[src/rtl/assert_macros.svh]
// ---------------------------------------------------------------------------
// assert_macros.svh
// assertion helper macros shared by the rtl
// ---------------------------------------------------------------------------
`ifndef ASSERT_MACROS_SVH
`define ASSERT_MACROS_SVH
`ifndef SYNTH
`define ASSERT_IMPL(lbl, clk_i, rst_n_i, prop) \
	lbl: assert property (@(posedge clk_i) disable iff (!rst_n_i) prop) else $error("assertion failed");
`define ASSERT_NEVER(lbl, clk_i, rst_n_i, expr) \
	lbl: assert property (@(posedge clk_i) disable iff (!rst_n_i) !(expr)) else $error("assertion failed");
`else
`define ASSERT_IMPL(lbl, clk_i, rst_n_i, prop)
`define ASSERT_NEVER(lbl, clk_i, rst_n_i, expr)
`endif
`endif

[src/rtl/sme_pkg.sv]
// ---------------------------------------------------------------------------
// sme_pkg
// shared types, constants and fixed-point tables of the softmax engine
// ---------------------------------------------------------------------------
package sme_pkg;

	localparam int MAX_LEN_DEF        = 64;
	localparam int EXP_TABLE_BITS_DEF = 6;
	localparam int SCORE_W            = 16;
	localparam int RES_W              = 24;
	localparam int SUM_W              = 23;

	localparam logic [1:0] MODE_SOFTMAX = 2'd0;
	localparam logic [1:0] MODE_LOGSM   = 2'd1;
	localparam logic [1:0] MODE_LSE     = 2'd2;

	localparam logic [31:0] Q30_ONE = 32'd1073741824;

	typedef struct packed {
		logic signed [SCORE_W-1:0] max;
		logic [6:0]                count;
		logic                      ovf;
	} run_desc_t;

	typedef enum logic [2:0] {
		ST_IDLE,
		ST_SUM,
		ST_SUM_DRAIN,
		ST_LN,
		ST_EMIT,
		ST_OUT_ONE
	} back_state_t;

	function automatic logic [31:0] pow2_factor(input int i);
		logic [31:0] r;
		case (i)
			0: r = 32'd1073015252;
			1: r = 32'd1072289172;
			2: r = 32'd1070838486;
			3: r = 32'd1067942999;
			4: r = 32'd1062927110;
			5: r = 32'd1050733751;
			6: r = 32'd1028218693;
			7: r = 32'd984625594;
			8: r = 32'd902905651;
			default: r = 32'd759250125;
		endcase
		return r;
	endfunction

	// elaboration-time table point 2^(-j/2^tb) in q30
	function automatic logic [31:0] pow2_point(input int j, input int tb);
		logic [63:0] v;
		int          k;
		v = 64'(Q30_ONE);
		if (j >= (1 << tb))
			return Q30_ONE >> 1;
		k = j << (10 - tb);
		for (int i = 0; i < 10; i++)
			if (((k >> i) & 1) != 0)
				v = ((v * 64'(pow2_factor(i))) + 64'(Q30_ONE >> 1)) >> 30;
		return v[31:0];
	endfunction

	function automatic logic [16:0] log2_seg(input logic [4:0] k);
		logic [16:0] r;
		case (k)
			5'd0:  r = 17'd0;
			5'd1:  r = 17'd5732;
			5'd2:  r = 17'd11136;
			5'd3:  r = 17'd16248;
			5'd4:  r = 17'd21098;
			5'd5:  r = 17'd25711;
			5'd6:  r = 17'd30109;
			5'd7:  r = 17'd34312;
			5'd8:  r = 17'd38336;
			5'd9:  r = 17'd42196;
			5'd10: r = 17'd45904;
			5'd11: r = 17'd49472;
			5'd12: r = 17'd52911;
			5'd13: r = 17'd56229;
			5'd14: r = 17'd59434;
			5'd15: r = 17'd62534;
			default: r = 17'd65536;
		endcase
		return r;
	endfunction

endpackage

[src/rtl/sme_ram.sv]
// ---------------------------------------------------------------------------
// sme_ram
// generic single-write single-read ram with registered read
// ---------------------------------------------------------------------------
module sme_ram #(
	parameter int WIDTH = 16,
	parameter int DEPTH = 64
) (
	input  logic                     clk,
	input  logic                     we,
	input  logic [$clog2(DEPTH)-1:0] waddr,
	input  logic [WIDTH-1:0]         wdata,
	input  logic [$clog2(DEPTH)-1:0] raddr,
	output logic [WIDTH-1:0]         rdata
);

	logic [WIDTH-1:0] mem_q [DEPTH];

	always_ff @(posedge clk) begin
		if (we)
			mem_q[waddr] <= wdata;
		rdata <= mem_q[raddr];
	end

endmodule

[src/rtl/sme_exp.sv]
// ---------------------------------------------------------------------------
// sme_exp
// pipelined exp(-a), a in q8, result in q16, three register stages
// ---------------------------------------------------------------------------
module sme_exp #(
	parameter int EXP_TABLE_BITS = sme_pkg::EXP_TABLE_BITS_DEF
) (
	input  logic        clk,
	input  logic [23:0] a,
	output logic [16:0] y
);

	localparam int TB  = EXP_TABLE_BITS;
	localparam int SHF = 16 - TB;
	localparam int NPT = (1 << TB) + 1;

	logic [31:0] pt [NPT];
	for (genvar g = 0; g < NPT; g++) begin : g_pt
		assign pt[g] = sme_pkg::pow2_point(g, TB);
	end

	logic [41:0]   t;
	logic [25:0]   n_s1;
	logic [15:0]   f_s1;
	logic [31:0]   y0_s2, dy_s2;
	logic [SHF-1:0] fr_s2;
	logic [25:0]   n_s2;
	logic [31:0]   m;
	logic [47:0]   prod;
	logic [31:0]   m_s3;
	logic [25:0]   n_s3;
	logic [TB:0]   idx, idx_nx;
	logic [5:0]    sh;
	logic [46:0]   rnd;

	assign t      = (42'(a) * 42'd94548) >> 8;
	assign idx    = {1'b0, f_s1[15:SHF]};
	assign idx_nx = idx + (TB+1)'(1);

	always_ff @(posedge clk) begin
		n_s1 <= t[41:16];
		f_s1 <= t[15:0];
		y0_s2 <= pt[idx];
		dy_s2 <= pt[idx] - pt[idx_nx];
		fr_s2 <= f_s1[SHF-1:0];
		n_s2  <= n_s1;
		m_s3  <= m;
		n_s3  <= n_s2;
	end

	assign prod = 48'(dy_s2) * 48'(fr_s2);
	assign m    = y0_s2 - 32'(prod >> SHF);

	always_comb begin
		if (n_s3 > 26'd48) begin
			y   = '0;
			sh  = '0;
			rnd = '0;
		end else begin
			sh  = 6'(n_s3) + 6'd14;
			rnd = (47'(m_s3) + (47'd1 << (sh - 6'd1))) >> sh;
			y   = rnd[16:0];
		end
	end

endmodule

[src/rtl/sme_front.sv]
// ---------------------------------------------------------------------------
// sme_front
// accepts scores, writes the store, tracks the max and queues run descriptors
// ---------------------------------------------------------------------------
module sme_front #(
	parameter int MAX_LEN = sme_pkg::MAX_LEN_DEF
) (
	input  logic                             clk,
	input  logic                             arst_n,
	input  logic                             in_valid,
	output logic                             in_stall,
	input  logic signed [sme_pkg::SCORE_W-1:0] score,
	input  logic                             last_in,
	output logic                             we,
	output logic [$clog2(MAX_LEN)-1:0]       waddr,
	output logic [sme_pkg::SCORE_W-1:0]      wdata,
	output logic                             desc_valid,
	output sme_pkg::run_desc_t               desc,
	input  logic                             desc_take
);

	logic signed [sme_pkg::SCORE_W-1:0] max_q;
	logic [6:0]                         cnt_q;
	logic                               ovf_q;
	logic                               full_q;
	sme_pkg::run_desc_t                 desc_q;
	logic                               acc, room;
	logic signed [sme_pkg::SCORE_W-1:0] nmax;

	// one-entry descriptor queue; the store is shared so a new run waits
	assign in_stall   = full_q;
	assign acc        = in_valid && !in_stall;
	assign room       = cnt_q < 7'(MAX_LEN);
	assign we         = acc && room;
	assign waddr      = cnt_q[$clog2(MAX_LEN)-1:0];
	assign wdata      = score;
	assign nmax       = (room && score > max_q) ? score : max_q;
	assign desc_valid = full_q;
	assign desc       = desc_q;

	always_ff @(posedge clk or negedge arst_n) begin
		if (!arst_n) begin
			max_q  <= 16'sh8000;
			cnt_q  <= '0;
			ovf_q  <= 1'b0;
			full_q <= 1'b0;
		end else begin
			if (desc_take)
				full_q <= 1'b0;
			if (acc) begin
				if (last_in) begin
					desc_q.max   <= nmax;
					desc_q.count <= room ? cnt_q + 7'd1 : cnt_q;
					desc_q.ovf   <= ovf_q || !room;
					full_q       <= 1'b1;
					max_q        <= 16'sh8000;
					cnt_q        <= '0;
					ovf_q        <= 1'b0;
				end else begin
					max_q <= nmax;
					if (room)
						cnt_q <= cnt_q + 7'd1;
					else
						ovf_q <= 1'b1;
				end
			end
		end
	end

endmodule

[src/rtl/sme_back.sv]
// ---------------------------------------------------------------------------
// sme_back
// sums exp terms, takes the log and emits the results of one run
// ---------------------------------------------------------------------------
`include "assert_macros.svh"
module sme_back #(
	parameter int MAX_LEN        = sme_pkg::MAX_LEN_DEF,
	parameter int EXP_TABLE_BITS = sme_pkg::EXP_TABLE_BITS_DEF
) (
	input  logic                            clk,
	input  logic                            arst_n,
	input  logic [1:0]                      mode,
	input  logic                            desc_valid,
	input  sme_pkg::run_desc_t              desc,
	output logic                            desc_take,
	output logic [$clog2(MAX_LEN)-1:0]      raddr,
	input  logic [sme_pkg::SCORE_W-1:0]     rdata,
	output logic                            out_valid,
	input  logic                            out_stall,
	output logic signed [sme_pkg::RES_W-1:0] result_value,
	output logic                            status,
	output logic                            last_out
);

	localparam int AW  = $clog2(MAX_LEN);
	localparam int LAT = 5; // ram read, input register and three exp stages

	sme_pkg::back_state_t st_q, st_d;
	sme_pkg::run_desc_t   run_q;
	logic [6:0]  rd_q;        // next read index
	logic [6:0]  ret_q;       // results finished
	logic [LAT-1:0] vpipe_q;  // read valid along the pipeline
	logic [LAT-1:0] lpipe_q;
	logic [sme_pkg::SUM_W-1:0] sum_q;
	logic signed [23:0] lnorm_q;
	logic signed [sme_pkg::SCORE_W-1:0] xpipe_s1;
	logic [1:0]  mode_q;
	logic [1:0]  ln_step_q;
	logic [31:0] lg_q;
	logic [47:0] lnp_q;

	// output skid: 4-entry queue so stalls do not lose in-flight terms
	logic [25:0] fifo_q [4];
	logic [1:0]  wp_q, rp_q;
	logic [2:0]  fc_q;

	logic        issue, push, pop;
	logic [23:0] a_in;
	logic [16:0] ey;
	logic signed [23:0] d;
	logic [25:0] pdat;
	logic        emit;
	logic        in_flight;
	logic        start;

	assign raddr  = rd_q[AW-1:0];
	assign emit   = (st_q == sme_pkg::ST_EMIT);

	// exp argument aligned with ram output
	always_comb begin
		if (emit)
			d = 24'(signed'(xpipe_s1)) - lnorm_q;
		else
			d = 24'(signed'(run_q.max)) - 24'(signed'(xpipe_s1));
		if (emit)
			a_in = d[23] ? -d : 24'd0;
		else
			a_in = d;
	end

	sme_exp #(.EXP_TABLE_BITS(EXP_TABLE_BITS)) u_exp (
		.clk (clk),
		.a   (a_in),
		.y   (ey)
	);

	// d for the emit path, carried with the exp pipeline
	logic signed [23:0] dd_s2, dd_s3, dd_s4;

	always_ff @(posedge clk) begin
		xpipe_s1 <= rdata;
		dd_s2    <= d;
		dd_s3    <= dd_s2;
		dd_s4    <= dd_s3;
	end

	assign in_flight = |vpipe_q;
	assign issue = (st_q == sme_pkg::ST_SUM || (emit && fc_q + 3'($countones(vpipe_q)) < 3'd3))
		&& rd_q < run_q.count;
	assign push  = emit && vpipe_q[LAT-1];

	always_comb begin
		if (mode_q == sme_pkg::MODE_SOFTMAX)
			pdat[23:0] = (!dd_s4[23]) ? 24'd65535 : (ey > 17'd65535 ? 24'd65535 : 24'(ey));
		else
			pdat[23:0] = dd_s4;
		pdat[24] = 1'b0;
		pdat[25] = lpipe_q[LAT-1];
	end

	// ln of the sum: normalize, interpolate, scale by ln 2
	logic [31:0] s;
	logic [4:0]  msb;
	logic [31:0] mn, u;
	logic [3:0]  sidx;
	logic [25:0] sfr;
	logic [16:0] seg0, seg1;
	logic [42:0] ip;
	always_comb begin
		s = (sum_q < 23'd65536) ? 32'd65536 : 32'(sum_q);
		msb = 5'd16;
		for (int b = 17; b < 23; b++)
			if (s[b])
				msb = 5'(b);
		mn   = s << (5'd30 - msb);
		u    = mn - sme_pkg::Q30_ONE;
		sidx = u[29:26];
		sfr  = u[25:0];
		seg0 = sme_pkg::log2_seg({1'b0, sidx});
		seg1 = sme_pkg::log2_seg({1'b0, sidx} + 5'd1);
		ip   = 43'(seg1 - seg0) * 43'(sfr);
	end

	logic [47:0] lnq16;
	assign lnq16 = (lnp_q + 48'd32768) >> 16;

	always_comb begin
		st_d = st_q;
		unique case (st_q)
			sme_pkg::ST_IDLE:
				if (desc_valid)
					st_d = desc.ovf ? sme_pkg::ST_OUT_ONE : sme_pkg::ST_SUM;
			sme_pkg::ST_SUM:
				if (!(rd_q < run_q.count))
					st_d = sme_pkg::ST_SUM_DRAIN;
			sme_pkg::ST_SUM_DRAIN:
				if (!in_flight)
					st_d = sme_pkg::ST_LN;
			sme_pkg::ST_LN:
				if (ln_step_q == 2'd2)
					st_d = (mode_q == sme_pkg::MODE_SOFTMAX || mode_q == sme_pkg::MODE_LOGSM)
						? sme_pkg::ST_EMIT : sme_pkg::ST_OUT_ONE;
			sme_pkg::ST_EMIT:
				if (ret_q == run_q.count && fc_q == 3'd0)
					st_d = sme_pkg::ST_IDLE;
			sme_pkg::ST_OUT_ONE:
				if (fc_q == 3'd0 && ret_q != 7'd0)
					st_d = sme_pkg::ST_IDLE;
			default: st_d = sme_pkg::ST_IDLE;
		endcase
	end

	// the store is shared, so the descriptor is released only when the run is done
	assign start     = (st_q == sme_pkg::ST_IDLE) && desc_valid;
	assign desc_take = (st_q != sme_pkg::ST_IDLE) && (st_d == sme_pkg::ST_IDLE);

	logic        one_push;
	logic [25:0] one_dat;
	assign one_push = (st_q == sme_pkg::ST_OUT_ONE) && ret_q == 7'd0;
	assign one_dat  = {1'b1, run_q.ovf, run_q.ovf ? 24'd0 : lnorm_q};

	assign out_valid    = fc_q != 3'd0;
	assign pop          = out_valid && !out_stall;
	assign result_value = fifo_q[rp_q][23:0];
	assign status       = fifo_q[rp_q][24];
	assign last_out     = fifo_q[rp_q][25];

	always_ff @(posedge clk) begin
		if (push)
			fifo_q[wp_q] <= pdat;
		else if (one_push)
			fifo_q[wp_q] <= one_dat;
		if (start)
			run_q <= desc;
		if (st_q == sme_pkg::ST_LN && ln_step_q == 2'd0)
			lg_q <= 32'(msb - 5'd16) * 32'd65536 + 32'(seg0) + 32'(ip >> 26);
		if (st_q == sme_pkg::ST_LN && ln_step_q == 2'd1)
			lnp_q <= 48'(lg_q) * 48'd45426;
		if (st_q == sme_pkg::ST_LN && ln_step_q == 2'd2)
			lnorm_q <= 24'(signed'(run_q.max)) + 24'((lnq16 + 48'd128) >> 8);
	end

	always_ff @(posedge clk or negedge arst_n) begin
		if (!arst_n) begin
			st_q      <= sme_pkg::ST_IDLE;
			rd_q      <= '0;
			ret_q     <= '0;
			vpipe_q   <= '0;
			lpipe_q   <= '0;
			sum_q     <= '0;
			mode_q    <= sme_pkg::MODE_SOFTMAX;
			ln_step_q <= '0;
			wp_q      <= '0;
			rp_q      <= '0;
			fc_q      <= '0;
		end else begin
			st_q    <= st_d;
			vpipe_q <= {vpipe_q[LAT-2:0], issue};
			lpipe_q <= {lpipe_q[LAT-2:0], rd_q + 7'd1 == run_q.count};
			if (push || one_push)
				wp_q <= wp_q + 2'd1;
			if (pop)
				rp_q <= rp_q + 2'd1;
			fc_q <= fc_q + 3'(push || one_push) - 3'(pop);
			if (issue)
				rd_q <= rd_q + 7'd1;
			if (st_q == sme_pkg::ST_SUM && vpipe_q[LAT-1] || st_q == sme_pkg::ST_SUM_DRAIN
				&& vpipe_q[LAT-1])
				sum_q <= sum_q + 23'(ey);
			if (push || one_push)
				ret_q <= ret_q + 7'd1;
			if (st_q == sme_pkg::ST_LN)
				ln_step_q <= ln_step_q + 2'd1;
			if (start) begin
				mode_q <= (mode == 2'd3) ? sme_pkg::MODE_LSE : mode;
				rd_q   <= '0;
				sum_q  <= '0;
				ret_q  <= '0;
			end
			if (st_q == sme_pkg::ST_SUM_DRAIN && !in_flight) begin
				rd_q  <= '0;
				ln_step_q <= '0;
			end
		end
	end

	`ASSERT_NEVER(a_fifo_ovf, clk, arst_n, fc_q > 3'd4)
	`ASSERT_NEVER(a_push_idle, clk, arst_n, (push || one_push) && st_q == sme_pkg::ST_IDLE)
	`ASSERT_IMPL(a_start_busy, clk, arst_n, start |=> st_q != sme_pkg::ST_IDLE)

endmodule

[src/rtl/softmax_logsumexp_engine.sv]
// ---------------------------------------------------------------------------
// softmax_logsumexp_engine
// stable softmax, log-softmax and logsumexp over vectors of q7.8 scores
// ---------------------------------------------------------------------------
// A vector loads at one score per cycle; after the last score the back end
// reads the score memory once to sum exp terms (one read per cycle, then the
// ram read and exp pipeline drains), takes the log of the sum, then reads the
// memory again to emit the results. The emit pass keeps at most three reads
// in flight against the four-entry output queue, so an output stall never
// overflows the queue. Both passes read the single score memory, so the input
// stalls from the last score of a vector until the back end has finished that
// run.
module softmax_logsumexp_engine #(
	parameter int MAX_LEN        = sme_pkg::MAX_LEN_DEF,
	parameter int EXP_TABLE_BITS = sme_pkg::EXP_TABLE_BITS_DEF
) (
	input  logic                             clk,
	input  logic                             arst_n,
	input  logic                             cfg_valid,
	output logic                             cfg_ready,
	input  logic [1:0]                       cfg_data,
	input  logic                             in_valid,
	output logic                             in_stall,
	input  logic signed [sme_pkg::SCORE_W-1:0] score,
	input  logic                             last_in,
	output logic                             out_valid,
	input  logic                             out_stall,
	output logic signed [sme_pkg::RES_W-1:0] result_value,
	output logic                             status,
	output logic                             last_out
);

	localparam int AW = $clog2(MAX_LEN);

	logic [1:0] mode_q;
	logic       we, desc_valid, desc_take;
	logic [AW-1:0] waddr, raddr;
	logic [sme_pkg::SCORE_W-1:0] wdata, rdata;
	sme_pkg::run_desc_t desc;

	assign cfg_ready = 1'b1;

	always_ff @(posedge clk or negedge arst_n) begin
		if (!arst_n)
			mode_q <= sme_pkg::MODE_SOFTMAX;
		else if (cfg_valid && cfg_ready)
			mode_q <= cfg_data;
	end

	sme_front #(.MAX_LEN(MAX_LEN)) u_front (
		.clk, .arst_n, .in_valid, .in_stall, .score, .last_in,
		.we, .waddr, .wdata, .desc_valid, .desc, .desc_take
	);

	sme_ram #(.WIDTH(sme_pkg::SCORE_W), .DEPTH(MAX_LEN)) u_ram (
		.clk, .we, .waddr, .wdata, .raddr, .rdata
	);

	sme_back #(.MAX_LEN(MAX_LEN), .EXP_TABLE_BITS(EXP_TABLE_BITS)) u_back (
		.clk, .arst_n, .mode(mode_q), .desc_valid, .desc, .desc_take, .raddr, .rdata,
		.out_valid, .out_stall, .result_value, .status, .last_out
	);

endmodule

[config.mk]
export PLATFORM = sky130hd
export DESIGN_NAME = softmax_logsumexp_engine
export DESIGN_NICKNAME = d
export VERILOG_FILES = /design/src/rtl/sme_pkg.sv /design/src/rtl/sme_ram.sv /design/src/rtl/sme_exp.sv /design/src/rtl/sme_front.sv /design/src/rtl/sme_back.sv /design/src/rtl/softmax_logsumexp_engine.sv
export VERILOG_INCLUDE_DIRS = /design/src /design/src/rtl
export SDC_FILE = /design/constraint.sdc
export NUM_CORES = 2
export LEC_CHECK = 0
export ABC_AREA = 1
export BUFFER_PORTS_ARGS = -buffer_cell sky130_fd_sc_hd__buf_2
export CAP_MARGIN = 25
export CELL_PAD_IN_SITES_DETAIL_PLACEMENT = 0
export CELL_PAD_IN_SITES_GLOBAL_PLACEMENT = 2
export CORE_AREA = 2 2 583 469
export DETAILED_ROUTE_END_ITERATION = 8
export DIE_AREA = 0 0 585 471
export PLACE_DENSITY = 0.93
export SYNTH_ARGS = -nofsm -noshare
export SYNTH_HDL_FRONTEND = slang
export SYNTH_SLANG_ARGS = --single-unit
export TNS_END_PERCENT = 1
[constraint.sdc]
create_clock -name clk -period 15.8 [get_ports clk]
set_clock_uncertainty 0.1 [all_clocks]
set_input_delay 1.58 -clock clk [delete_from_list [all_inputs] [get_ports clk]]
set_output_delay 1.58 -clock clk [all_outputs]
set_load 0.01 [all_outputs]
==> metrics.csv <==
metric,value,unit
cts_tree,done,
status,"finished, final reports clean",
ioPinCount,53,
netlist_area,115000,sq um
slowest_delay,520,ps
path_depth,65,
totalWireLength,360000,microns
rr_worst_depth,65,
die_y,471,microns
cp-endpoint,u_back.lg_q[17]$_DFFE_PP_,
place_area,121000,sq um
hpwlAfterDp,267000,microns
grt_pass1_wl,546000,microns
final_nets,14200,
crit_family,adder cells,
drcViolationCount,0,
synthTopCellsByArea,"edfxtp_1 (32%), fa_1 (17%), ha_1 (8.6%)",
grt_pass1_vias,87300,
grt_max_degree,139,
grtUsageTotal,25.9,%
area_growth,9.38,%
worstPathArrival,15170,ps
yosys.area.top_type,edfxtp_1,
ys.flop_type,edfxtp_1,
path_clk_slew,60,ps
syn_area_per_cell,9.43,sq um
critical_path.max_fanout,31,
synth_xor_area_share,2.43,%
synth-seq-cells,1607,
hold_buffers,0,
postSynthCellCount,12200,
place.gp.congestion,0.952,
die_area,276000,sq um
slowest_stage,fa_1,
yosys_warnings,0,
setup_tns,0,ps
endpoint_kind,flip-flop,
maxCapViolCount,0,
r2r_setup_slack,1080,ps
maxSlewViolCount,0,
clock_path_buffers,4,
cts_sinks,1607,
fp.dieW,585,microns
synthAdderAreaFrac,25.3,%
drt_pass1_iterations,6,
viasPerCell,5.48,
fmax,67.9,MHz
regToRegStartpoint,u_back.sum_q[18]$_DFFE_PN0P_,
drive_above_1_share,5.35,%
drt_iter0_drc,9697,
post_drt_wl_per_cell,22.3,microns
min_path_type,reg2reg,
async_flop_share,5.48,%
period_needed,14720,ps
slew_headroom,16.6,%
synthSimpleGateAreaFrac,13.7,%
htree_levels,4,
tightestPinTransition,1250,ps
rows,171,
finalSetupViolCount,0,
timing.rr.end,u_back.lg_q[17]$_DFFE_PP_,
antenna_found_initial,20,
hold_viol,0,
synth_mux_area_share,0.0282,%
critPathLaunchType,flip-flop,
ys_seq_area_share,39.1,%
path_class,reg2reg,
clock_latency,900,ps
num_vias,88600,
rsz0062_at_grt,no,
overflow,0,
synth_top_cell_area_share,32.4,%
yosys.cell_types.count,76,
start_util,42.7,%
finalCritPeriodShare,93.2,%
ant_nets,0,
cp_data_required_time,16250,ps
port_buffers,51,
synth_edf_count,1243,
crit_path_frequent_cell,nand2_1,
cts_buffers,168,
synth_top_family_by_area,adder cells,
critPathBufInv,14,
cp-startpoint,u_back.sum_q[18]$_DFFE_PN0P_,
synth_compound_area_share,11.3,%
root_buffer,clkbuf_16,
core-area,270000,sq um
stdcell_area,126000,sq um
==> worst register-to-register path: cells and delay by family, from the launching register on <==
kind | cells | cell delay, ps
adder cells (fa/ha/maj) | 14 | 5630
AO/OA/AOI/OAI | 19 | 3270
buffers and inverters | 14 | 2530
AND/OR/NAND/NOR | 15 | 1960
XOR/XNOR | 3 | 540
flip-flops | 1 | 450
==> sequential cells by signal (all words and copies together) (netlist names), 10 cells and up <==
name and count:
u_back.dd_s2 24, u_back.dd_s3 24, u_back.dd_s4 24, u_back.fifo_q 104, u_back.lg_q 20, u_back.lnorm_q 24, u_back.lnp_q 23, u_back.run_q 23
u_back.sum_q 23, u_back.u_exp.dy_s2 32, u_back.u_exp.f_s1 16, u_back.u_exp.fr_s2 10, u_back.u_exp.m_s3 32, u_back.u_exp.n_s1 17, u_back.u_exp.n_s2 17, u_back.u_exp.n_s3 17
u_back.u_exp.y0_s2 31, u_back.xpipe_s1 16, u_front.desc 24, u_front.max_q 16, u_ram.mem_q 1024, u_ram.rdata 16
==> layout make-up <==
cell class,count,area (sq um)
antenna,3,7.51
timing repair buffer,270,1990
tap,3633,4550
inverter,2055,7730
clock buffer,197,4410
clock inverter,100,896
sequential,1607,45100
multi-input combinational,8288,61500
fill,25500,144000
==> cell usage after synthesis, types with 6 or more instances <==
master     instances
nand2_1         2152
inv_1           2011
edfxtp_1        1243
a21oi_1         1009
fa_1             961
nor2_1           844
ha_1             792
o21ai_0          564
nand3_1          552
clkbuf_1         387
dfxtp_1          276
o221ai_1         271
xor2_1           205
xnor2_1          103
dfrtp_1           87
o22ai_1           82
nand4_1           79
nor3_1            75
o211ai_1          54
a31oi_1           35
o21ai_1           32
buf_1             31
o21bai_1          25
o31ai_1           25
inv_2             24
nand2_2           23
a21o_1            21
nor4_1            21
buf_2             18
clkinv_1          18
o311ai_0          18
a221oi_1          17
o21a_1            17
nand3b_1          15
or2_2             15
a211oi_1          13
nor2_2            12
and2_1             8
o2111ai_1          7
nand2_4            6
==> layer usage <==
| metal | wire [microns] | global-route usage (%) |
|---|---|---|
| met3 | 37800 | 6.40 |
| met4 | 5680 | 4.46 |
| met5 | 101 | 0 |
| met2 | 147000 | 36.7 |
| met1 | 169000 | 40.2 |
==> worst min path at each step <==
stage / to / cells after the start / from
after global placement: u_back.u_exp.n_s2[13]$_DFF_P_ / 0 / u_back.u_exp.n_s1[13]$_DFF_P_
after CTS: u_back.u_exp.n_s2[11]$_DFF_P_ / 0 / u_back.u_exp.n_s1[11]$_DFF_P_
after detailed placement: u_back.dd_s4[17]$_DFF_P_ / 0 / u_back.dd_s3[17]$_DFF_P_
final: u_back.u_exp.n_s2[11]$_DFF_P_ / 0 / u_back.u_exp.n_s1[11]$_DFF_P_
after floorplan: u_back.dd_s3[0]$_DFF_P_ / 0 / u_back.dd_s2[0]$_DFF_P_
after global routing: u_back.u_exp.n_s2[11]$_DFF_P_ / 0 / u_back.u_exp.n_s1[11]$_DFF_P_
==> cells by family (layout without fill, tap and decap cells) <==
| family | Yosys count | in the layout |
|---|---|---|
| AND/OR/NAND/NOR | 3822 | 3822 |
| buffers and inverters | 2501 | 2622 |
| AO/OA/AOI/OAI | 2237 | 2237 |
| adder cells (fa/ha/maj) | 1754 | 1754 |
| flip-flops | 1607 | 1607 |
| XOR/XNOR | 313 | 313 |
| multiplexers | 3 | 3 |
| other | 2 | 162 |
==> repair_timing <==
action / in CTS / in global routing
endpoints found under the setup margin: 0 / 3
setup buffers: 0 / 5
hold endpoints to repair: 0 / 0
gates resized for setup: 0 / 2
==> through the flow <==
| stage | setup WS (ps) | util [%] | hold WS (ps) | cells |
|---|---|---|---|---|
| 3_3_place_gp | 1250 | 44.7 | 210 | 15800 |
| 5_1_grt | 82.9 | 46.7 | 174 | 16200 |
| 2_1_floorplan | 3390 | - | 210 | 12400 |
| 4_1_cts | 1080 | 46.7 | 166 | 16100 |
| 3_5_place_dp | 1120 | 44.7 | 212 | 15800 |
| 6_report | 1080 | 46.7 | 157 | 16200 |
==> cells in the final DEF (no fill, tap or decap), drive strengths merged, types with 18 or more instances in the layout <==
cell,instances
a21o,21
a21oi,1010
a31oi,35
buf,268
clkbuf,199
clkinv,89
conb,159
dfrtp,87
dfxtp,276
edfxtp,1243
fa,961
ha,792
inv,2045
nand2,2181
nand3,556
nand4,79
nor2,862
nor3,78
nor4,21
o211ai,55
o21ai,598
o21bai,25
o221ai,271
o22ai,82
o311ai,18
o31ai,25
or2,19
xnor2,104
xor2,209
Power is not shown: default switching activity piles up to over one toggle a cycle in this logic, so the estimate is an artifact.
